==> config.mk <==
export PLATFORM = sky130hd
export DESIGN_NAME = rle_byte_encoder
export DESIGN_NICKNAME = d
export VERILOG_FILES = /design/src/hw/rtl/rle_pkg.sv /design/src/hw/rtl/rle_core.sv /design/src/hw/rtl/rle_out_ser.sv /design/src/hw/rtl/rle_byte_encoder.sv
export SDC_FILE = /design/constraint.sdc
export NUM_CORES = 1
export LEC_CHECK = 0
export ABC_AREA = 1
export ABC_CLOCK_PERIOD_IN_PS = 5800
export CAP_MARGIN = 10
export CORE_MARGIN = 8
export CORE_UTILIZATION = 52
export CTS_CLUSTER_DIAMETER = 80
export DETAILED_ROUTE_END_ITERATION = 12
export DONT_BUFFER_PORTS = 1
export GPL_TIMING_DRIVEN = 0
export MAX_ROUTING_LAYER = met4
export PLACE_DENSITY = 0.77
export SETUP_SLACK_MARGIN = 0.15
export SKIP_CTS_REPAIR_TIMING = 1
export SLEW_MARGIN = 15
export SYNTH_ARGS = -nofsm -noshare
export SYNTH_HDL_FRONTEND = slang
export SYNTH_SLANG_ARGS = --single-unit
==> constraint.sdc <==
create_clock -name clk -period 5.8 [get_ports clk]
set_input_delay 1.16 -clock clk [delete_from_list [all_inputs] [get_ports clk]]
set_output_delay 1.16 -clock clk [all_outputs]
set_load 0.02 [all_outputs]
==> src/hw/rtl/rle_pkg.sv <==
// Shared types and constants of the run-length byte encoder.
`default_nettype none

package rle_pkg;

  localparam logic [7:0] DIGIT_ZERO  = 8'h30;
  localparam logic [3:0] LIMIT_LOW   = 4'd2;
  localparam logic [3:0] LIMIT_HIGH  = 4'd9;
  localparam logic [3:0] MAX_RUN_RST = 4'd9;

  // One encoded pair: a count digit followed by the run byte.
  typedef struct packed {
    logic [3:0] count;
    logic [7:0] data;
  } pair_t;

  // Everything that one input item produces: one or two pairs.
  typedef struct packed {
    pair_t p0;
    pair_t p1;
    logic  two;
    logic  last;
  } rec_t;

  function automatic logic [7:0] count_digit(input logic [3:0] count);
    count_digit = DIGIT_ZERO + {4'd0, count};
  endfunction

endpackage

`default_nettype wire

==> src/hw/rtl/rle_core.sv <==
// Run state and the single-pass encode of one registered input byte.
`default_nettype none

module rle_core
  import rle_pkg::*;
(
  input  wire logic       clk,
  input  wire logic       rst_n,
  input  wire logic       cfg_wr,
  input  wire logic [3:0] cfg_data,
  input  wire logic       item_vld,
  input  wire logic [7:0] item_byte,
  input  wire logic       item_last,
  input  wire logic       load_rdy,
  output rec_t            rec,
  output logic            rec_vld
);

  logic [3:0] max_run_r;
  logic [7:0] run_byte_r, run_byte_nxt;
  logic [3:0] run_count_r, run_count_nxt;
  logic       in_msg_r, in_msg_nxt;

  logic [3:0] lim;
  logic [3:0] cnt_inc;
  logic [7:0] nb;
  logic [3:0] nc;
  logic       a_vld, b_vld;
  pair_t      pa, pb;
  logic       step;

  always_comb begin
    if (max_run_r < LIMIT_LOW) begin
      lim = LIMIT_LOW;
    end else if (max_run_r > LIMIT_HIGH) begin
      lim = LIMIT_HIGH;
    end else begin
      lim = max_run_r;
    end
  end

  assign cnt_inc = run_count_r + 4'd1;

  always_comb begin
    a_vld      = 1'b0;
    pa.count   = run_count_r;
    pa.data    = run_byte_r;
    nb         = item_byte;
    nc         = 4'd1;
    if (!in_msg_r) begin
      a_vld = 1'b0;
    end else if (item_byte == run_byte_r) begin
      nb = run_byte_r;
      if (cnt_inc >= lim) begin
        a_vld    = 1'b1;
        pa.count = cnt_inc;
        nc       = 4'd0;
      end else begin
        nc = cnt_inc;
      end
    end else begin
      // A byte that breaks the run flushes whatever is still pending.
      a_vld = (run_count_r != 4'd0);
    end

    b_vld    = item_last && (nc != 4'd0);
    pb.count = nc;
    pb.data  = nb;

    if (item_last) begin
      run_byte_nxt  = 8'd0;
      run_count_nxt = 4'd0;
      in_msg_nxt    = 1'b0;
    end else begin
      run_byte_nxt  = nb;
      run_count_nxt = nc;
      in_msg_nxt    = 1'b1;
    end
  end

  // Pack the pairs so that the first valid one always sits in p0.
  always_comb begin
    rec.p0   = a_vld ? pa : pb;
    rec.p1   = pb;
    rec.two  = a_vld && b_vld;
    rec.last = item_last;
  end

  assign rec_vld = item_vld && (a_vld || b_vld);
  assign step    = item_vld && load_rdy;

  always_ff @(posedge clk) begin
    if (!rst_n) begin
      max_run_r   <= MAX_RUN_RST;
      run_byte_r  <= 8'd0;
      run_count_r <= 4'd0;
      in_msg_r    <= 1'b0;
    end else begin
      if (cfg_wr) begin
        max_run_r <= cfg_data;
      end
      if (step) begin
        run_byte_r  <= run_byte_nxt;
        run_count_r <= run_count_nxt;
        in_msg_r    <= in_msg_nxt;
      end
    end
  end

endmodule

`default_nettype wire

==> src/hw/rtl/rle_out_ser.sv <==
// Result register that sends the digit and byte of each pair one beat at a time.
`default_nettype none

module rle_out_ser
  import rle_pkg::*;
(
  input  wire logic       clk,
  input  wire logic       rst_n,
  input  wire rec_t       rec,
  input  wire logic       rec_vld,
  output logic            load_rdy,
  output logic            out_valid,
  input  wire logic       out_stall,
  output logic [7:0]      out_byte,
  output logic            out_last
);

  rec_t       cur_r;
  logic       cur_vld_r;
  logic [1:0] pos_r;
  pair_t      sel;
  logic       final_beat;
  logic       beat;

  // pos_r[1] picks the pair, pos_r[0] picks digit or run byte.
  assign sel        = pos_r[1] ? cur_r.p1 : cur_r.p0;
  assign final_beat = pos_r[0] && (pos_r[1] == cur_r.two);
  assign beat       = cur_vld_r && !out_stall;

  assign out_valid = cur_vld_r;
  assign out_byte  = pos_r[0] ? sel.data : count_digit(sel.count);
  assign out_last  = cur_r.last && final_beat;
  assign load_rdy  = !cur_vld_r || (beat && final_beat);

  always_ff @(posedge clk) begin
    if (!rst_n) begin
      cur_vld_r <= 1'b0;
      pos_r     <= 2'd0;
    end else begin
      if (load_rdy) begin
        cur_vld_r <= rec_vld;
        pos_r     <= 2'd0;
      end else if (beat) begin
        pos_r <= pos_r + 2'd1;
      end
    end
  end

  always_ff @(posedge clk) begin
    if (load_rdy && rec_vld) begin
      cur_r <= rec;
    end
  end

endmodule

`default_nettype wire

==> src/hw/rtl/rle_byte_encoder.sv <==
// Top level of the streaming run-length byte encoder.
//
//  channel  direction  handshake          payload
//  in_      input      in_valid/in_stall  in_data_byte[7:0], in_is_last
//  out_     output     out_valid/out_stall out_byte[7:0], out_last
//  cfg_     input      cfg_valid/cfg_ready cfg_max_run[3:0]
//
// An input byte is registered, then encoded combinationally into zero, two or
// four beats that load into the result register and leave from there. One beat
// goes out a cycle while out_stall is low, and the next item loads on the edge
// of the last beat, so the result register takes no new item before its last
// beat is out; an item that makes no beats still waits for that, then loads empty.
// Reset clears the run state and sets max_run to 9. A stall on the output
// side holds the result register and, once it is needed, the input register.
`default_nettype none

module rle_byte_encoder
  import rle_pkg::*;
(
  input  wire logic       clk,
  input  wire logic       rst_n,
  input  wire logic       in_valid,
  output logic            in_stall,
  input  wire logic [7:0] in_data_byte,
  input  wire logic       in_is_last,
  output logic            out_valid,
  input  wire logic       out_stall,
  output logic [7:0]      out_byte,
  output logic            out_last,
  input  wire logic       cfg_valid,
  output logic            cfg_ready,
  input  wire logic [3:0] cfg_max_run
);

  logic       in_vld_r;
  logic [7:0] in_byte_r;
  logic       in_last_r;
  logic       load_rdy;
  rec_t       rec;
  logic       rec_vld;

  assign cfg_ready = 1'b1;
  assign in_stall  = in_vld_r && !load_rdy;

  always_ff @(posedge clk) begin
    if (!rst_n) begin
      in_vld_r <= 1'b0;
    end else if (!in_stall) begin
      in_vld_r <= in_valid;
    end
  end

  always_ff @(posedge clk) begin
    if (in_valid && !in_stall) begin
      in_byte_r <= in_data_byte;
      in_last_r <= in_is_last;
    end
  end

  rle_core u_core (
    .clk       (clk),
    .rst_n     (rst_n),
    .cfg_wr    (cfg_valid && cfg_ready),
    .cfg_data  (cfg_max_run),
    .item_vld  (in_vld_r),
    .item_byte (in_byte_r),
    .item_last (in_last_r),
    .load_rdy  (load_rdy),
    .rec       (rec),
    .rec_vld   (rec_vld)
  );

  rle_out_ser u_ser (
    .clk       (clk),
    .rst_n     (rst_n),
    .rec       (rec),
    .rec_vld   (rec_vld),
    .load_rdy  (load_rdy),
    .out_valid (out_valid),
    .out_stall (out_stall),
    .out_byte  (out_byte),
    .out_last  (out_last)
  );

`ifndef SYNTHESIS
  a_stall_needs_item: assert property (@(posedge clk) disable iff (!rst_n)
    in_stall |-> in_vld_r)
    else $error("input stalled with an empty input register");

  a_first_digit_range: assert property (@(posedge clk) disable iff (!rst_n)
    rec_vld && load_rdy |-> (rec.p0.count != 4'd0) && (rec.p0.count <= LIMIT_HIGH))
    else $error("first pair count outside one to nine");

  a_second_pair_flush: assert property (@(posedge clk) disable iff (!rst_n)
    rec_vld && rec.two |-> rec.last && (rec.p1.count != 4'd0))
    else $error("second pair without a flush or with zero count");
`endif

endmodule

`default_nettype wire
==> flow_summary.toml, run 1 <==
[layout]
diodes = 0
final_common_cell = "nand2_1"
nets = 333
mostFrequentLayoutCells = "72 x nand2_1, 37 x inv_1, 35 x edfxtp_1"
drive_gt1_frac = 0.0777
area_delta_synth_final_pct = 6.85

[synthesis]
netlist_area_mm2 = 0.00265
synth_cells = 301
ys_seq_area_frac = 0.556
synth.distinct_cells = 28
synth_nets = 326
yosysWarnings = 0
synth.avg_cell_area_um2 = 8.80
synth-seq-cells = 56

[floorplan]
ioPinCount = 30
die-width_um = 87.4
start_util = 0.528
die_h_um = 87.4
num_rows = 26
die_area_mm2 = 0.00763
core_mm2 = 0.00501

[power]
powerDensity_mw_per_mm2 = 250
power_uw = 706
ir_drop_mv = 0.154
power_leakage_uw = 0.00108

[routing]
drtPass1Iterations = 4
routed_wirelength_mm = 4.88
drt_iter0_markers = 141
route.detailed.drc = 0
ant_nets = 0
via_per_inst = 4.88
wl_per_cell_um = 12.9
num_vias = 1850

[grt]
grt_pass1_vias = 1793
overflow = 0
antenna_found_initial = 0
grt_pass1_wl_mm = 8.14
track_usage = 0.140
grt_max_degree = 27

[hold_path]
hold_start = "u_core.max_run_r[0]$_SDFFE_PN1P_"
hold_path.class = "flop to flop"

[worst_setup_path]
crit_start = "u_core.run_count_r[0]$_SDFFE_PN0P_"
startpoint_type = "flop"
timing.rr.start = "u_core.run_count_r[0]$_SDFFE_PN0P_"
path_class = "flop to flop"
cp_max_fo = 26
critPathCaptureType = "flop"
worst_ep_arrival_time_ns = 3.18
ff2ff_setup_slack_ns = 2.57
cp.required_ns = 5.74

[clocking]
cts_root_buffer = "clkbuf_8"
cts_tree = "yes"
clockBufferDepth = 2
h-tree-depth = 2
insertion_delay_ns = 0.31
clock_sinks = 56
clkTransAtPathRegs_ns = 0.09
numCtsBuffers = 5

[timing]
worstMarginPinSlew_ns = 0.799
relSlewSlack = 0.466
finalClockSkew_ns = 0.00602
finalHoldWorstSlack_ns = 0.491
grt_setup_unrepaired = "no"
final-hold-violation-count = 0
setup_violations = 0
drv_slew = 0
post-route-period-util = 0.557
fin_tns_setup_ns = 0
max_freq_mhz = 310
min_period_ns = 3.23

[place]
numPortBuffers = 0
gp_congestion = 0.818
dpl.hpwl_mm = 3.79

[run_status]
status = "complete, no violations"

[flow_run]
drv_cap = 0
[cell type report]
class / instances / area [um2]
clock inverters: 3 / 13.8
multi-input cells: 191 / 970
well taps: 70 / 87.6
flip-flops and latches: 56 / 1470
fillers: 467 / 2180
inverters: 37 / 139
clock buffers: 5 / 68.8
plain buffers: 17 / 78.8
[report_power, final]
group	leakage, uW	internal [uW]	total (uW)	switching, uW
Sequential	0.000485	439	451	12.0
Combinational	0.000545	19.1	55.0	35.9
Clock	0.0000453	82.2	200	118
[cells in the mapped netlist, drive strengths merged]
master   n  area [um2]
nor3b    1        7.51
edfxtp  35        1050
o22ai    4        25.0
clkbuf  12        45.0
o21a     1        7.51
dfxtp   21         420
o21ai   29         149
nand3   11        60.1
nor2    32         143
conb     1        3.75
ha       7        87.6
or2      1        6.26
xnor2    7        61.3
nand4    1        6.26
inv     37         139
xor2     2        17.5
nor3     1        5.00
nand2   75         289
buf      5        33.8
a21oi   18        90.1
[logic make-up (layout without fill, tap and decap cells)]
family                     count (synthesis)  count (layout)  synth area share
other                                      1               1           0.00142
xor gates and xnor gates                   9               9            0.0298
AOI/OAI and AO/OA                         52              52             0.103
DFF                                       56              56             0.556
and+or+nand+nor                          122             122             0.195
buffers and inverters                     54              62            0.0822
adders and majority gates                  7               7            0.0331
[metrics by stage]
step / setup WS, ns / cells / util / cell area [um2]
after floorplan: 2.26 / 301 / - / 2650
after global placement: 1.62 / 371 / 0.546 / 2740
after detailed placement: 2.55 / 371 / 0.548 / 2750
after CTS: 2.53 / 379 / 0.565 / 2830
after global routing: 2.27 / 379 / 0.565 / 2830
final: 2.57 / 379 / 0.565 / 2830
[worst max-delay path, stage by stage (launching register included)]
cell,delay (ns)
dfxtp_1,0.43
inv_1,0.11
ha_1,0.36
ha_1,0.33
nand2_1,0.07
nand2_1,0.04
nand2_1,0.05
nand2_1,0.04
nor2_1,0.28
ha_1,0.22
inv_1,0.05
nand3_1,0.09
nand2_1,0.12
a21oi_4,0.67
[final timing paths]
| kind | end | cells after the start |
|---|---|---|
| min | u_core.max_run_r[0]$_SDFFE_PN1P_ | 2 |
| max | u_ser.cur_r[13]$_DFFE_PP_ | 13 |
| min reg2reg | u_core.max_run_r[0]$_SDFFE_PN1P_ | 2 |
| max reg2reg | u_ser.cur_r[13]$_DFFE_PP_ | 13 |
[sequential cells by signal, summed over array words and instances (netlist names)]
register and count:
u_core.in_msg_r 1, in_last_r 1, in_vld_r 1, u_ser.out_valid 1
in_byte_r 8, u_core.max_run_r 4, u_ser.cur_r 26, u_ser.pos_r 2
u_core.run_byte_r 8, u_core.run_count_r 4
[metal layers]
metal	up-vias	GRT usage	part of all wire	wire [um]
li1	978	-	-	-
met1	827	0.172	0.50	2460
met2	39	0.215	0.44	2150
met3	6	0.0415	0.042	207
met4	0	0.0500	0.013	63
met5	-	-	0	0
No activity file was read; power rests on OpenSTA's default activity.
==> run 2, diff against run 1 <==
--- a/config.mk
+++ b/config.mk
@@ -6,7 +6,7 @@
 export NUM_CORES = 1
 export LEC_CHECK = 0
 export ABC_AREA = 1
-export ABC_CLOCK_PERIOD_IN_PS = 5800
+export ABC_CLOCK_PERIOD_IN_PS = 3000
 export CAP_MARGIN = 10
 export CORE_MARGIN = 8
 export CORE_UTILIZATION = 52
==> constraint.sdc (replaced) <==
create_clock -name clk -period 3 [get_ports clk]
set_input_delay 0.6 -clock clk [delete_from_list [all_inputs] [get_ports clk]]
set_output_delay 0.6 -clock clk [all_outputs]
set_load 0.02 [all_outputs]
==> run 2 against run 1 <==
Flip-flop and latch count unchanged. Clock skew fell by 0.00074 ns. Register-to-register slack worse by 2.3 ns. Non-clock buffer count increased by 2. First-iteration DRC count grew 27%. Critical path depth up 1. Sequential share of layout area shrank 1.6 points. Worst setup slack lost 2.3 ns. Count of clock-buffer cells in the layout grew 2. Critical endpoint is now u_ser.cur_r[3]$_DFFE_PP_. Largest power group unchanged.
==> flow_summary.toml, run 2 (synthesized netlist as in run 1, its figures left out) <==
[worst_setup_path]
critPathCaptureType = "flop"
worst_ep_arrival_time_ns = 2.76
crit_chain = "inv_1, ha_1, ha_1, nand2_1, nand2_1, nand2_1, nand2_1, nor2_4, ha_1, inv_1, nand3_1, nand2_2, a21oi_4, buf_12"
critPathSlowestCell = "dfxtp_1"
startpoint_type = "flop"
cp_common_cell = "nand2_1"
timing.rr.start = "u_core.run_count_r[0]$_SDFFE_PN0P_"
cpLargestDelayFamily = "adder cells"
cp.required_ns = 3.04
ff2ff_setup_slack_ns = 0.28
cp.buffers_inverters = 3
path_class = "flop to flop"
cp_max_fo = 11
crit_path_max_incr_delay_ns = 0.44
r2r_end = "u_ser.cur_r[3]$_DFFE_PP_"
reg2reg_depth = 14

[grt]
grt_pass1_wl_mm = 8.50
antenna_found_initial = 0
grt-busiest-layer = "met2"
grt_pass1_vias = 1804
track_usage = 0.147
grt_use_met1 = 0.181
grt_max_degree = 27
overflow = 0
grtUsageMet2 = 0.231
met3_usage = 0.0340

[clocking]
h-tree-depth = 2
clkTransAtPathRegs_ns = 0.09
insertion_delay_ns = 0.31
numCtsBuffers = 5
cts_tree = "yes"
cts_root_buffer = "clkbuf_8"
clock_sinks = 56
clockBufferDepth = 2

[power]
clock_power_share = 0.295
power_leakage_uw = 0.00110
switchingPower_uw = 325
p_comb_frac = 0.084
p_int_uw = 1080
sequentialPowerShare = 0.621
ir_drop_mv = 0.428
powerDensity_mw_per_mm2 = 481
swShare = 0.231

[timing]
max_freq_mhz = 368
drv_slew = 0
setup_violations = 0
final-hold-violation-count = 0
finalClockSkew_ns = 0.00528
finalHoldWorstSlack_ns = 0.371
min_period_ns = 2.72
setup_slack_ns = 0.281
worstMarginPinSlew_ns = 0.538
post-route-period-util = 0.906
relSlewSlack = 0.646
grt_setup_unrepaired = "no"

[run_status]
status = "complete, no violations"

[floorplan]
die_area_mm2 = 0.00763
start_util = 0.528
die-width_um = 87.4
core_mm2 = 0.00501
die_h_um = 87.4
ioPinCount = 30
num_rows = 26

[layout]
area_delta_synth_final_pct = 10.3
final-instance-count-excl-fill = 382
reg_top3 = "u_ser.cur_r x26, in_byte_r x8, u_core.run_byte_r x8"
diodes = 0
nets = 336
drive_gt1_frac = 0.0994
largest_reg_flops = 26
final_common_cell = "nand2_1"
mostFrequentLayoutCells = "71 x nand2_1, 37 x inv_1, 35 x edfxtp_1"
top_register = "u_ser.cur_r"
fin_area_mm2 = 0.00292
fin_util = 0.583

[place]
gp_congestion = 0.932
dpl.hpwl_mm = 3.80
dp_slack_ns = -0.219
dp_cells = 371
numPortBuffers = 0
dpl-instance-area_mm2 = 0.00275

[routing]
ant_nets = 0
wl_per_cell_um = 13.8
route.detailed.drc = 0
drtPass1Iterations = 4
num_vias = 1918
drt_iter0_markers = 179
via_per_inst = 5.02
routed_wirelength_mm = 5.26

[hold_path]
hold_path.class = "input port to flop"
min_path_cells = 1
worstHoldEndpoint = "u_core.max_run_r[0]$_SDFFE_PN1P_"
hold_start = "rst_n"

[flow_run]
drv_cap = 0
run 2: changes by cell type in the layout (fill, tap and decap cells not counted), sizes merged:
cell,before,now
a21oi,18,19
buf,5,7
clkbuf,17,19
clkinv,3,0
clkinvlp,0,1
run 2: final cells by class:
class | instances | area (um2)
clock buffers | 7 | 86.3
flip-flops and latches | 56 | 1470
clock inverters | 1 | 7.51
inverters | 37 | 139
fillers | 427 | 2090
plain buffers | 17 | 78.8
multi-input cells | 192 | 1010
well taps | 70 | 87.6
repair buffers | 2 | 40.0
run 2: through the flow:
step	power [uW]	setup TNS [ns]
6_report	1400	0
5_1_grt	1470	0
4_1_cts	1400	-5.96
3_5_place_dp	995	-5.66
3_3_place_gp	991	-4.21
2_1_floorplan	969	0
run 2: metal layers:
metal	wire length, um	part of all wire	vias to the layer above
li1	-	-	985
met1	2440	0.46	867
met2	2490	0.47	60
met3	262	0.050	6
met4	71	0.014	0
met5	0	0	-
run 2: power groups by stage:
stage,Sequential (uW),Clock [uW],Combinational [uW]
6_report,873,414,118
2_1_floorplan,883,0,86.5
3_3_place_gp,888,0,102
4_1_cts,872,424,107
5_1_grt,876,463,134
3_5_place_dp,890,0,106
run 2: worst max path at each step:
stage	start	endpoint	slack, ns	cells after the start
final	u_core.run_count_r[0]$_SDFFE_PN0P_	u_ser.cur_r[3]$_DFFE_PP_	0.28	14
after global routing	u_core.run_count_r[0]$_SDFFE_PN0P_	u_ser.cur_r[9]$_DFFE_PP_	0.12	14
after detailed placement	u_core.run_count_r[0]$_SDFFE_PN0P_	u_ser.cur_r[7]$_DFFE_PP_	-0.22	13
after floorplan	u_core.run_count_r[0]$_SDFFE_PN0P_	u_ser.cur_r[0]$_DFFE_PP_	0.26	14
after CTS	u_core.run_count_r[0]$_SDFFE_PN0P_	u_ser.cur_r[20]$_DFFE_PP_	-0.23	13
after global placement	u_core.run_count_r[2]$_SDFFE_PN0P_	u_ser.cur_r[19]$_DFFE_PP_	-0.16	13
==> run 3, diff against run 2 <==
--- a/config.mk
+++ b/config.mk
@@ -16,9 +16,11 @@
 export GPL_TIMING_DRIVEN = 0
 export MAX_ROUTING_LAYER = met4
 export PLACE_DENSITY = 0.77
+export REMOVE_ABC_BUFFERS = 1
 export SETUP_SLACK_MARGIN = 0.15
 export SKIP_CTS_REPAIR_TIMING = 1
 export SLEW_MARGIN = 15
 export SYNTH_ARGS = -nofsm -noshare
 export SYNTH_HDL_FRONTEND = slang
+export SYNTH_HIERARCHICAL = 1
 export SYNTH_SLANG_ARGS = --single-unit
==> run 3 against run 2 <==
Via count up 9.0%. Worst setup slack worse by 0.12 ns. Global-route usage down 1.6 points. Die area up 7.5%. Design area up 5.2%. Clock skew up 0.0050 ns. Critical path depth up 1. Hold slack better by 0.0093 ns. Core utilization down 1.8 points. Maximum frequency down 4.3%. Clock power down 4%. Combinational power up 4%. Largest power group unchanged.
==> flow_summary.toml, run 3 <==
[run_status]
status = "complete, no violations"

[timing]
min_period_ns = 2.84
setup_violations = 0
finalClockSkew_ns = 0.0103
post-route-period-util = 0.947
drv_slew = 0
grt_setup_unrepaired = "yes"
relSlewSlack = 0.587
final-hold-violation-count = 0
worstMarginPinSlew_ns = 0.618
max_freq_mhz = 352

[place]
gp_congestion = 0.898
dpl.hpwl_mm = 3.76
dp_cells = 399
numPortBuffers = 0

[grt]
track_usage = 0.131
grt_max_degree = 27
grt_pass1_vias = 1914
antenna_found_initial = 0
overflow = 0
grt_pass1_wl_mm = 8.56

[power]
power_uw = 1390
ir_drop_mv = 0.233
powerDensity_mw_per_mm2 = 453
power_leakage_uw = 0.00124

[flow_run]
drv_cap = 0

[synthesis]
synth.avg_cell_area_um2 = 8.38
yosysWarnings = 6
synth_most_common_cell = "nand2_1"
async_flop_share = 0
synth_cells = 345
synth-seq-cells = 56
synth.area.top_cells = "edfxtp_1 36%, dfxtp_1 15%, nand2_1 13%"
synth_common_cells = "103 x nand2_1, 46 x inv_1, 35 x edfxtp_1"
synth_edf_count = 35
ys_seq_area_frac = 0.509
synth_top_area_cell = "edfxtp_1"
netlist_area_mm2 = 0.00289
synth_top_area_frac = 0.363
synthFlopType = "edfxtp_1"
synth.distinct_cells = 34

[floorplan]
die_h_um = 90.6
start_util = 0.532
die-width_um = 90.6
die_area_mm2 = 0.00821
num_rows = 27
core_mm2 = 0.00544
ioPinCount = 30

[layout]
largest_reg_flops = 26
reg_top3 = "u_ser/cur_r x26, in_byte_r x8, u_core/run_byte_r x8"
top_register = "u_ser/cur_r"
nets = 363
fill_cells = 475
multi_input_area_mm2 = 0.00118
fin_util = 0.565
drive_gt1_frac = 0.153
final-instance-count-excl-fill = 411
regArea_mm2 = 0.00147
area_delta_synth_final_pct = 6.27
diodes = 0
mostFrequentLayoutCells = "103 x nand2_1, 46 x inv_1, 35 x edfxtp_1"
final_common_cell = "nand2_1"

[routing]
routed_wirelength_mm = 5.56
drtPass1Iterations = 4
num_vias = 2091
route.detailed.drc = 0
via_per_inst = 5.09
ant_nets = 0
wl_per_cell_um = 13.5
drt_iter0_markers = 117

[clocking]
cts_root_buffer = "clkbuf_8"
cts_tree = "yes"
clkTransAtPathRegs_ns = 0.09
clockBufferDepth = 2
h-tree-depth = 2
clock_sinks = 56
insertion_delay_ns = 0.31
numCtsBuffers = 5

[worst_setup_path]
path_class = "flop to flop"
cp.required_ns = 3.02
critPathCaptureType = "flop"
startpoint_type = "flop"
cp_max_fo = 13
worst_ep_arrival_time_ns = 2.86

[hold_path]
hold_path.class = "input port to flop"
==> run 3: cell count changes after synthesis, moves of 4 or more <==
cell and change:
nand2_1 +31, inv_1 +9, clkbuf_1 -4, o21ai_2 +7
inv_2 +4, o21ai_0 -9, xnor2_1 -7
==> run 3: logic make-up (layout without fill, tap and decap cells) <==
logic type | Yosys count | count (layout) | share of synthesized area
fa+ha+maj | 7 | 7 | 0.0303
xor+xnor | 1 | 1 | 0.00303
compound gates | 50 | 51 | 0.108
other cells | 1 | 1 | 0.00130
flops | 56 | 56 | 0.509
buf+inv | 69 | 62 | 0.104
simple gates | 161 | 161 | 0.245
==> run 3: metal layers <==
layer / global-route usage / part of all wire / vias up
met2: 0.234 / 0.54 / 42
met3: 0.0258 / 0.049 / 7
met5: - / 0 / -
met1: 0.139 / 0.41 / 954
li1: - / - / 1088
met4: 0.0513 / 0.0099 / 0
==> run 3: area by class of cell <==
type | instances | area share
Clock buffer | 6 | 0.0236
Sequential cell | 56 | 0.479
Multi-Input combinational cell | 221 | 0.385
Inverter | 51 | 0.0631
Timing Repair Buffer | 3 | 0.0155
Tap cell | 72 | 0.0293
Clock inverter | 2 | 0.00407
==> run 3: worst paths after layout <==
path / from / to / slack [ns] / cells past startpoint
min reg2reg: u_core/run_byte_r[1]$_SDFFE_PN0P_ / u_core/run_byte_r[1]$_SDFFE_PN0P_ / 0.49 / 2
max: u_core/run_count_r[0]$_SDFFE_PN0P_ / u_ser/cur_r[13]$_DFFE_PP_ / 0.16 / 15
min: rst_n / u_core/max_run_r[0]$_SDFFE_PN1P_ / 0.38 / 1
max reg2reg: u_core/run_count_r[0]$_SDFFE_PN0P_ / u_ser/cur_r[13]$_DFFE_PP_ / 0.16 / 15
==> run 3: worst max-delay path: stages, from the launching register on <==
cell	delay [ns]
dfxtp_2	0.39
inv_1	0.09
ha_1	0.34
ha_1	0.33
nand2_1	0.08
nand2_1	0.05
nand2_1	0.08
nand2_1	0.07
inv_1	0.10
ha_1	0.17
inv_1	0.05
nand3_2	0.12
o21bai_2	0.10
a21oi_4	0.21
a21boi_4	0.22
buf_12	0.16
==> run 3: per-stage QoR <==
| step | cell area [um2] | hold WS (ns) | setup TNS (ns) | setup WS (ns) |
|---|---|---|---|---|
| 3_3_place_gp | 2880 | 0.466 | -36.42 | -1.40 |
| 4_1_cts | 2970 | 0.372 | -11.57 | -0.451 |
| 5_1_grt | 3070 | 0.356 | -0.00830 | -0.00383 |
| 3_5_place_dp | 2890 | 0.469 | -11.07 | -0.427 |
| 6_report | 3070 | 0.380 | 0 | 0.160 |
| 2_1_floorplan | 2790 | 0.451 | -19.38 | -0.745 |
==> run 3: where the power goes <==
part	switching, uW	internal (uW)
clock network	235	164
registers	24.2	846
logic	79.2	43.5
total	338	1050
